[src/event_rate_meter_ema_top_assert.svh]
// Assertion macros for the event rate meter top level.
`ifndef EVENT_RATE_METER_EMA_TOP_ASSERT_SVH
`define EVENT_RATE_METER_EMA_TOP_ASSERT_SVH
`ifndef SYNTHESIS
`define ERM_ASSERT_IMPLY(label, pre, post) \
	label: assert property (@(posedge clk) disable iff (!arst_n) (pre) |-> (post)) \
		else $error("event rate meter: implication check failed");
`define ERM_ASSERT_NEXT(label, pre, post) \
	label: assert property (@(posedge clk) disable iff (!arst_n) (pre) |=> (post)) \
		else $error("event rate meter: next-cycle check failed");
`else
`define ERM_ASSERT_IMPLY(label, pre, post)
`define ERM_ASSERT_NEXT(label, pre, post)
`endif
`endif

[src/erm_pkg.sv]
// Shared types and constants of the event rate meter.
`timescale 1ns / 1ps
`default_nettype none
package erm_pkg;

	localparam int STAMP_WIDTH = 32;
	localparam int RATE_FRAC_BITS_DEF = 8;
	localparam int COUNT_WIDTH_DEF = 16;

	localparam logic [31:0] STAMP_MASK = (STAMP_WIDTH >= 32) ? 32'hFFFF_FFFF :
		32'((64'd1 << STAMP_WIDTH) - 64'd1);

	localparam logic [31:0] EVAL_INTERVAL_RST = 32'd300000;
	localparam logic [31:0] UNITS_PER_SECOND_RST = 32'd1000000;

	localparam logic [1:0] OP_TICK = 2'd0;
	localparam logic [1:0] OP_START = 2'd1;
	localparam logic [1:0] OP_STOP = 2'd2;
	localparam logic [1:0] OP_CLEAR = 2'd3;

	localparam logic REG_EVAL_INTERVAL = 1'b0;
	localparam logic REG_UNITS_PER_SECOND = 1'b1;

	typedef struct packed {
		logic [1:0] operation;
		logic [31:0] timestamp;
	} op_word_t;

	typedef struct packed {
		logic [31:0] elapsed;
		logic [47:0] total_time;
		logic [31:0] rate_estimate;
		logic is_running;
	} res_word_t;

	typedef struct packed {
		logic busy;
		logic done;
	} rate_stat_t;

endpackage
`default_nettype wire

[src/event_rate_meter_ema_top.sv]
// Top level of the event rate meter with moving-average rate estimate.
// A start, clear or idle tick passes through the update and emit states; an armed tick also
// passes the check state, and the wait and finish states when it runs the multiply and divide.
// One word is handled at a time; the input accepts again once the result registers,
// and a stalled result holds input.
// Reset clears measurements and loads the register defaults (window 300000, 1000000/s).
`timescale 1ns / 1ps
`default_nettype none
`include "event_rate_meter_ema_top_assert.svh"
module event_rate_meter_ema_top #(
	parameter int COUNT_WIDTH = erm_pkg::COUNT_WIDTH_DEF,
	parameter int RATE_FRAC_BITS = erm_pkg::RATE_FRAC_BITS_DEF
) (
	input wire logic clk,
	input wire logic arst_n,
	input wire logic op_valid,
	output logic op_stall,
	input wire erm_pkg::op_word_t op_word,
	output logic res_valid,
	input wire logic res_stall,
	output erm_pkg::res_word_t res_word,
	input wire logic cfg_we,
	input wire logic cfg_index,
	input wire logic [31:0] cfg_data
);

	localparam logic [2:0] ST_IDLE = 3'd0;
	localparam logic [2:0] ST_UPD = 3'd1;
	localparam logic [2:0] ST_CHK = 3'd2;
	localparam logic [2:0] ST_WAIT = 3'd3;
	localparam logic [2:0] ST_FIN = 3'd4;
	localparam logic [2:0] ST_EMIT = 3'd5;

	logic [2:0] state_q;
	logic armed_q;
	logic [31:0] last_stamp_q;
	logic [47:0] accum_q;
	logic [31:0] rate_q;
	logic [COUNT_WIDTH-1:0] count_q;
	logic [31:0] sum_q;
	logic [31:0] eval_q;
	logic [31:0] ups_q;
	logic out_valid_q;

	logic [1:0] op_q;
	logic [31:0] stamp_q;
	logic [31:0] delta_q;
	logic [31:0] elapsed_q;
	erm_pkg::res_word_t out_q;

	logic accept;
	logic ticking;
	logic [48:0] acc_add;
	logic [32:0] win_add;
	logic need_rate;
	logic emit_ok;
	logic [32:0] mean_add;
	logic rate_start;
	erm_pkg::rate_stat_t rstat;
	logic [31:0] win_rate;

	always_comb begin
		accept = op_valid && !op_stall;
		ticking = (op_q == erm_pkg::OP_TICK || op_q == erm_pkg::OP_STOP) && armed_q;
		acc_add = {1'b0, accum_q} + 49'(delta_q);
		win_add = {1'b0, sum_q} + {1'b0, delta_q};
		need_rate = (rate_q == 32'd0) || (eval_q <= sum_q);
		emit_ok = !out_valid_q || !res_stall;
		mean_add = {1'b0, rate_q} + {1'b0, win_rate};
		rate_start = (state_q == ST_CHK) && need_rate;
	end

	erm_rate_unit #(
		.COUNT_WIDTH(COUNT_WIDTH),
		.RATE_FRAC_BITS(RATE_FRAC_BITS)
	) u_rate (
		.clk(clk),
		.arst_n(arst_n),
		.start(rate_start),
		.count(count_q),
		.ups(ups_q),
		.sum(sum_q),
		.stat(rstat),
		.rate(win_rate)
	);

	always_ff @(posedge clk or negedge arst_n) begin
		if (!arst_n) begin
			eval_q <= erm_pkg::EVAL_INTERVAL_RST;
			ups_q <= erm_pkg::UNITS_PER_SECOND_RST;
		end else if (cfg_we) begin
			case (cfg_index)
				erm_pkg::REG_EVAL_INTERVAL: eval_q <= cfg_data;
				erm_pkg::REG_UNITS_PER_SECOND: ups_q <= cfg_data;
				default: begin
				end
			endcase
		end
	end

	always_ff @(posedge clk or negedge arst_n) begin
		if (!arst_n) begin
			state_q <= ST_IDLE;
			armed_q <= 1'b0;
			last_stamp_q <= '0;
			accum_q <= '0;
			rate_q <= '0;
			count_q <= '0;
			sum_q <= '0;
			out_valid_q <= 1'b0;
		end else begin
			if (state_q == ST_EMIT && emit_ok) begin
				out_valid_q <= 1'b1;
			end else if (!res_stall) begin
				out_valid_q <= 1'b0;
			end
			case (state_q)
				ST_IDLE: begin
					if (accept) begin
						state_q <= ST_UPD;
					end
				end
				ST_UPD: begin
					state_q <= ticking ? ST_CHK : ST_EMIT;
					case (op_q)
						erm_pkg::OP_TICK, erm_pkg::OP_STOP: begin
							if (armed_q) begin
								last_stamp_q <= stamp_q & erm_pkg::STAMP_MASK;
								accum_q <= acc_add[48] ? 48'hFFFF_FFFF_FFFF : acc_add[47:0];
								sum_q <= win_add[32] ? 32'hFFFF_FFFF : win_add[31:0];
								if (count_q != '1) begin
									count_q <= count_q + 1'b1;
								end
							end
							if (op_q == erm_pkg::OP_STOP) begin
								armed_q <= 1'b0;
							end
						end
						erm_pkg::OP_START: begin
							if (!armed_q) begin
								armed_q <= 1'b1;
								accum_q <= '0;
								last_stamp_q <= stamp_q & erm_pkg::STAMP_MASK;
							end
						end
						default: begin
							rate_q <= '0;
							accum_q <= '0;
							sum_q <= '0;
							count_q <= '0;
						end
					endcase
				end
				ST_CHK: begin
					state_q <= need_rate ? ST_WAIT : ST_EMIT;
				end
				ST_WAIT: begin
					if (rstat.done) begin
						state_q <= ST_FIN;
					end
				end
				ST_FIN: begin
					if (rate_q == 32'd0) begin
						rate_q <= win_rate;
					end else begin
						rate_q <= mean_add[32:1];
					end
					sum_q <= '0;
					count_q <= '0;
					state_q <= ST_EMIT;
				end
				ST_EMIT: begin
					if (emit_ok) begin
						state_q <= ST_IDLE;
					end
				end
				default: begin
					state_q <= ST_IDLE;
				end
			endcase
		end
	end

	always_ff @(posedge clk) begin
		if (accept) begin
			op_q <= op_word.operation;
			stamp_q <= op_word.timestamp;
			delta_q <= (op_word.timestamp - last_stamp_q) & erm_pkg::STAMP_MASK;
		end
		if (state_q == ST_UPD) begin
			elapsed_q <= ticking ? delta_q : 32'd0;
		end
		if (state_q == ST_EMIT && emit_ok) begin
			out_q.elapsed <= elapsed_q;
			out_q.total_time <= accum_q;
			out_q.rate_estimate <= rate_q;
			out_q.is_running <= armed_q;
		end
	end

	assign op_stall = state_q != ST_IDLE;
	assign res_valid = out_valid_q;
	assign res_word = out_q;

	`ERM_ASSERT_IMPLY(a_done_in_wait, rstat.done, state_q == ST_WAIT)
	`ERM_ASSERT_IMPLY(a_busy_in_wait, rstat.busy, state_q == ST_WAIT)
	`ERM_ASSERT_IMPLY(a_load_from_emit, $rose(out_valid_q), $past(state_q) == ST_EMIT)
	`ERM_ASSERT_NEXT(a_fin_clears, state_q == ST_FIN, count_q == '0 && sum_q == '0)

endmodule
`default_nettype wire

[src/erm_rate_unit.sv]
// Bit-serial multiply and restoring divide for the window rate.
`timescale 1ns / 1ps
`default_nettype none
module erm_rate_unit #(
	parameter int COUNT_WIDTH = erm_pkg::COUNT_WIDTH_DEF,
	parameter int RATE_FRAC_BITS = erm_pkg::RATE_FRAC_BITS_DEF
) (
	input wire logic clk,
	input wire logic arst_n,
	input wire logic start,
	input wire logic [COUNT_WIDTH-1:0] count,
	input wire logic [31:0] ups,
	input wire logic [31:0] sum,
	output erm_pkg::rate_stat_t stat,
	output logic [31:0] rate
);

	localparam int PW = COUNT_WIDTH + 32;
	localparam int NW = PW + RATE_FRAC_BITS;
	localparam int HI_W = NW - 32;
	localparam int CMPW = (HI_W > 32) ? HI_W : 32;
	localparam int ITW = $clog2(((COUNT_WIDTH > 32) ? COUNT_WIDTH : 32) + 1);

	localparam logic [1:0] ST_IDLE = 2'd0;
	localparam logic [1:0] ST_MUL = 2'd1;
	localparam logic [1:0] ST_SAT = 2'd2;
	localparam logic [1:0] ST_DIV = 2'd3;

	logic [1:0] state_q;
	logic [ITW-1:0] cnt_q;
	logic done_q;
	logic [PW-1:0] acc_q;
	logic [31:0] rem_q;
	logic [31:0] dlo_q;

	logic [32:0] mul_add;
	logic [NW-1:0] dvd;
	logic [HI_W-1:0] dvd_hi;
	logic [CMPW-1:0] hi_ext;
	logic hi_sat;
	logic [32:0] trial;
	logic trial_ge;
	logic [32:0] trial_diff;

	always_comb begin
		mul_add = {1'b0, acc_q[PW-1:COUNT_WIDTH]} + (acc_q[0] ? {1'b0, ups} : 33'd0);
		dvd = NW'(acc_q) << RATE_FRAC_BITS;
		dvd_hi = dvd[NW-1:32];
		hi_ext = CMPW'(dvd_hi);
		hi_sat = hi_ext >= CMPW'(sum);
		trial = {rem_q, dlo_q[31]};
		trial_ge = trial >= {1'b0, sum};
		trial_diff = trial - {1'b0, sum};
	end

	always_ff @(posedge clk or negedge arst_n) begin
		if (!arst_n) begin
			state_q <= ST_IDLE;
			cnt_q <= '0;
			done_q <= 1'b0;
		end else begin
			done_q <= ((state_q == ST_SAT) && hi_sat) ||
				((state_q == ST_DIV) && (cnt_q == ITW'(31)));
			case (state_q)
				ST_IDLE: begin
					if (start) begin
						cnt_q <= '0;
						state_q <= ST_MUL;
					end
				end
				ST_MUL: begin
					cnt_q <= cnt_q + 1'b1;
					if (cnt_q == ITW'(COUNT_WIDTH - 1)) begin
						state_q <= ST_SAT;
					end
				end
				ST_SAT: begin
					cnt_q <= '0;
					if (hi_sat) begin
						state_q <= ST_IDLE;
					end else begin
						state_q <= ST_DIV;
					end
				end
				ST_DIV: begin
					cnt_q <= cnt_q + 1'b1;
					if (cnt_q == ITW'(31)) begin
						state_q <= ST_IDLE;
					end
				end
				default: begin
					state_q <= ST_IDLE;
				end
			endcase
		end
	end

	always_ff @(posedge clk) begin
		case (state_q)
			ST_IDLE: begin
				if (start) begin
					acc_q <= {32'd0, count};
				end
			end
			ST_MUL: begin
				acc_q <= {mul_add, acc_q[COUNT_WIDTH-1:1]};
			end
			ST_SAT: begin
				if (hi_sat) begin
					dlo_q <= 32'hFFFF_FFFF;
				end else begin
					rem_q <= hi_ext[31:0];
					dlo_q <= dvd[31:0];
				end
			end
			ST_DIV: begin
				if (trial_ge) begin
					rem_q <= trial_diff[31:0];
				end else begin
					rem_q <= trial[31:0];
				end
				dlo_q <= {dlo_q[30:0], trial_ge};
			end
			default: begin
			end
		endcase
	end

	assign stat.busy = state_q != ST_IDLE;
	assign stat.done = done_q;
	assign rate = dlo_q;

endmodule
`default_nettype wire
[config.mk]
export PLATFORM = sky130hd
export DESIGN_NAME = event_rate_meter_ema_top
export DESIGN_NICKNAME = d
export VERILOG_FILES = /design/src/erm_pkg.sv /design/src/event_rate_meter_ema_top.sv /design/src/erm_rate_unit.sv
export VERILOG_INCLUDE_DIRS = /design/src /design/src/src
export SDC_FILE = /design/constraint.sdc
export NUM_CORES = 1
export LEC_CHECK = 0
export ABC_AREA = 1
export BUFFER_PORTS_ARGS = -buffer_cell sky130_fd_sc_hd__buf_2
export CAP_MARGIN = 20
export CORE_MARGIN = 2
export CORE_UTILIZATION = 50
export CTS_CLUSTER_DIAMETER = 120
export DETAILED_ROUTE_END_ITERATION = 10
export PLACE_DENSITY = 0.67
export SLEW_MARGIN = 20
export SYNTH_ARGS = -nofsm -noshare
export SYNTH_HDL_FRONTEND = slang
export SYNTH_HIERARCHICAL = 1
export SYNTH_SLANG_ARGS = --single-unit
[constraint.sdc]
create_clock -name clk -period 8.8 [get_ports clk]
set_clock_uncertainty 0.05 [all_clocks]
set_input_delay 0 -clock clk [delete_from_list [all_inputs] [get_ports clk]]
set_output_delay 0 -clock clk [all_outputs]
set_load 0.005 [all_outputs]
==> impl_metrics.json <==
{
  "hpwl_mm": 87.6,
  "netlist_area_mm2": 0.0376,
  "synth-simple-area-share_pct": 28.3,
  "p_leak_nw": 21.4,
  "fin_crit_ps": 3400,
  "cts_tree": "yes",
  "hold-worst-slack_ps": 72.3,
  "root_buffer": "clkbuf_16",
  "cpMostUsedCell": "nand2_1",
  "cts_buffers": 67,
  "drt-wirelength-per-cell_um": 18.1,
  "dr.pass1.iters": 6,
  "arrival_ps": 3680,
  "die-area_mm2": 0.0774,
  "vias": 33200,
  "syn_avg_cell_area_um2": 7.46,
  "crit_path_start_kind": "register",
  "finalNonFillerCells": 6322,
  "max-vdd-ir-drop_mv": 0.199,
  "htreeDepth": 3,
  "critPathSlowestCell": "nor2_4",
  "rrSetupSlack_ps": 5400,
  "die_w_um": 278,
  "fin_setup_tns_ps": 0,
  "grt_max_degree": 147,
  "ys_ff_latch": 561,
  "critPathMaxStageDelay_ps": 800,
  "critPathMaxFanout": 34,
  "maxSlewViolCount": 0,
  "rsz0062_at_grt": "false",
  "grt_pass1_vias": 31800,
  "yosysWarnings": 6,
  "clk_path_buf_depth": 3,
  "cp.required_ps": 9080,
  "clock_sinks": 561,
  "initial_core_util_pct": 50.5,
  "syn_to_final_growth_pct": 13.1,
  "fillers": 6984,
  "drt_iter0_drc": 3002,
  "hold_path_class": "input pin to register",
  "final.setup.worst_slack_ps": 5400,
  "place_inst": 6121,
  "tightest_slew_ps": 1060,
  "grt.overflow.total": 0,
  "vias_per_cell": 5.26,
  "antenna_found_initial": 2,
  "worstSkewPairLatency_ps": 630,
  "gp_congestion": 0.977,
  "rr_startpoint": "sum_q[23]$_DFFE_PN0P_",
  "cp_cell_sequence": "inv_1 -> ha_1 -> nand2_1 -> inv_2 -> a21oi_1 -> nand2_1 -> nand2_1 -> nand2_2 -> nor2_4 -> nand2_8 -> nand2_1 -> nand2_1",
  "synthMuxAreaShare_pct": 0.0799,
  "drive_above_1_share_pct": 8.31,
  "synth_top_family_by_area": "simple AND/OR/NAND/NOR gates",
  "port_buffers": 186,
  "die_h_um": 278,
  "wl_met3_mm": 7.66,
  "synthesis.nets": 5368,
  "setup_viol": 0,
  "io_pins": 187,
  "worstReg2RegEnd": "u_rate/rate[0]$_DFFE_PP_",
  "nNetsFinal": 5629,
  "place_area_mm2": 0.0394,
  "clk_pin_slew_ps": 70,
  "hold_violations": 0,
  "rows": 100,
  "ys.flop_type": "edfxtp_1",
  "startpoint": "sum_q[23]$_DFFE_PN0P_",
  "dp_slack_ps": 5450,
  "grt_pass1_wl_mm": 178,
  "fin_crit_sh_pct": 38.7,
  "drc": 0,
  "async_flop_share_pct": 42.4,
  "postSynthCellCount": 5038,
  "grt_usage_pct": 29.5,
  "synth_cell_types": 59,
  "drv_cap": 0,
  "relSlewSlack_pct": 29.3,
  "ant_nets": 0,
  "wl_met1_mm": 53.6,
  "holdBufCountCts": 78,
  "p_per_area_mw_per_mm2": 373,
  "synth-xor-area-share_pct": 2.28,
  "fp.coreArea_mm2": 0.0744,
  "clock.fmax_mhz": 294,
  "cts_resized": 0,
  "r2r_cells": 12,
  "final_area_mm2": 0.0425,
  "critPathKind": "register to register",
  "status": "finished, final reports clean",
  "cts_setup_buffers": 0,
  "endpoint": "u_rate/rate[0]$_DFFE_PP_",
  "synth-adder-area-share_pct": 8.71,
  "synth_edf_count": 323,
  "dr_wl_met2_mm": 49.8,
  "endpoint_kind": "register",
  "synth-compound-area-share_pct": 9.43,
  "top_layer": "met4",
  "yosysSeqAreaShare_pct": 41.7,
  "wirelength_mm": 115
}
[kinds of logic (layout without fill, tap and decap cells)]
family	Yosys count	in the layout
xor gates and xnor gates	98	98
AOI/OAI and AO/OA	664	664
DFF	561	561
buffers and inverters	897	1211
muxes	2	2
and+or+nand+nor	2558	2558
adders and majority gates	258	258
other	0	1
[cell type report]
cell class              instances  area (µm²)  area share, %
clock inverters                33         413          0.971
inverters                     804        3020           7.10
multi-input cells            3580       18400           43.3
well taps                     969        1210           2.85
clock buffers                  89        1880           4.43
flip-flops and latches        561       15700           36.9
repair buffers                285        1900           4.47
diodes                          1        2.50        0.00589
[worst max-delay path, delay by kind of cell, from the launching register on]
kind | cells | cell delay (ps)
adder cells (fa/ha/maj) | 1 | 400
buffers and inverters | 2 | 180
AO/OA/AOI/OAI | 1 | 190
AND/OR/NAND/NOR | 8 | 1820
flip-flops | 1 | 430
[placed cells by master (no fill, tap or decap), types with 10 or more instances in the layout]
| cell | Yosys | final |
|---|---|---|
| buf_4 | 5 | 20 |
| dfrtp_1 | 223 | 223 |
| nor2_1 | 487 | 484 |
| clkbuf_1 | 46 | 12 |
| nand4_1 | 54 | 54 |
| clkbuf_16 | 0 | 69 |
| a21o_1 | 14 | 14 |
| nand2_2 | 37 | 37 |
| o21a_1 | 18 | 18 |
| ha_1 | 252 | 252 |
| nand3_2 | 17 | 17 |
| nand3_1 | 288 | 288 |
| inv_1 | 787 | 787 |
| edfxtp_1 | 323 | 323 |
| a31oi_1 | 11 | 11 |
| dfstp_2 | 15 | 15 |
| a21oi_1 | 275 | 272 |
| nor3_1 | 56 | 56 |
| xor2_1 | 73 | 73 |
| nand3b_1 | 15 | 15 |
| o21bai_1 | 24 | 24 |
| buf_2 | 21 | 185 |
| o21ai_0 | 284 | 284 |
| or2_2 | 9 | 10 |
| inv_2 | 16 | 17 |
| dlygate4sd3_1 | 1 | 77 |
| xnor2_1 | 25 | 25 |
| nand2_1 | 1550 | 1550 |
| nor2_2 | 11 | 11 |
[Yosys cell counts (3+ instances only)]
cell,number,area (µm²)
o21a_1,18,135
nand3_1,288,1440
ha_1,252,3150
edfxtp_1,323,9700
o22ai_1,8,50.1
xor2_1,73,639
xnor2_1,25,219
a21o_1,14,105
nor3_1,56,280
o21ai_1,9,45.0
nor3b_1,5,37.5
buf_12,3,60.1
o21ai_0,284,1420
buf_6,5,56.3
and2_1,6,37.5
nor4_1,6,37.5
dfstp_2,15,394
buf_2,21,105
nand4_1,54,338
nor2_1,487,1830
inv_1,787,2950
inv_2,16,60.1
buf_4,5,37.5
dfrtp_1,223,5580
or2_2,9,56.3
a21boi_0,8,60.1
clkbuf_8,3,41.3
buf_1,7,26.3
nor2_4,5,56.3
o211ai_1,6,45.0
nand2_1,1550,5820
nor2_2,11,68.8
nand3_2,17,170
a21oi_1,275,1380
a31oi_1,11,68.8
nand3b_1,15,113
o21bai_1,24,180
fa_1,6,120
nand2_2,37,231
clkbuf_1,46,173
[sequential cells by signal, summed over array words and instances (netlist names), 3 cells and up]
register,flops
elapsed_q,32
last_stamp_q,32
accum_q,48
delta_q,32
state_q,3
count_q,16
u_rate/cnt_q,6
u_rate/rem_q,32
eval_q,32
ups_q,32
stamp_q,32
res_word,113
rate_q,32
u_rate/rate,32
u_rate/acc_q,48
sum_q,32
[through the flow]
step           total power [mW]  utilization (%)
4_1_cts                    15.8             57.1
5_1_grt                    17.1             57.1
2_1_floorplan              10.5                -
3_3_place_gp               12.7             53.0
3_5_place_dp               12.8             53.0
6_report                   15.9             57.1
[layer usage]
metal	GRT usage, %	up-vias
li1	-	16700
met1	41.9	15300
met4	9.70	0
met3	4.25	179
met2	46.4	1014
met5	0	-
[power breakdown]
| part | leakage [nW] | total [mW] | internal [mW] | switching (mW) |
|---|---|---|---|---|
| Sequential | 6.10 | 4.77 | 4.02 | 0.751 |
| Clock | 1.11 | 2.90 | 1.73 | 1.17 |
| Combinational | 14.2 | 8.20 | 2.68 | 5.52 |
[worst min-delay path by stage]
stage | to | from | depth (start not counted)
detailed placement | last_stamp_q[18]$_DFFE_PN0P_ | arst_n | 1
CTS | stamp_q[0]$_DFFE_PP_ | op_word[0] | 2
finish | stamp_q[27]$_DFFE_PP_ | op_word[27] | 2
floorplan | accum_q[0]$_DFFE_PN0P_ | arst_n | 0
global route | stamp_q[24]$_DFFE_PP_ | op_word[24] | 2
global placement | last_stamp_q[18]$_DFFE_PN0P_ | arst_n | 1
(Power assumes the default switching activity.)
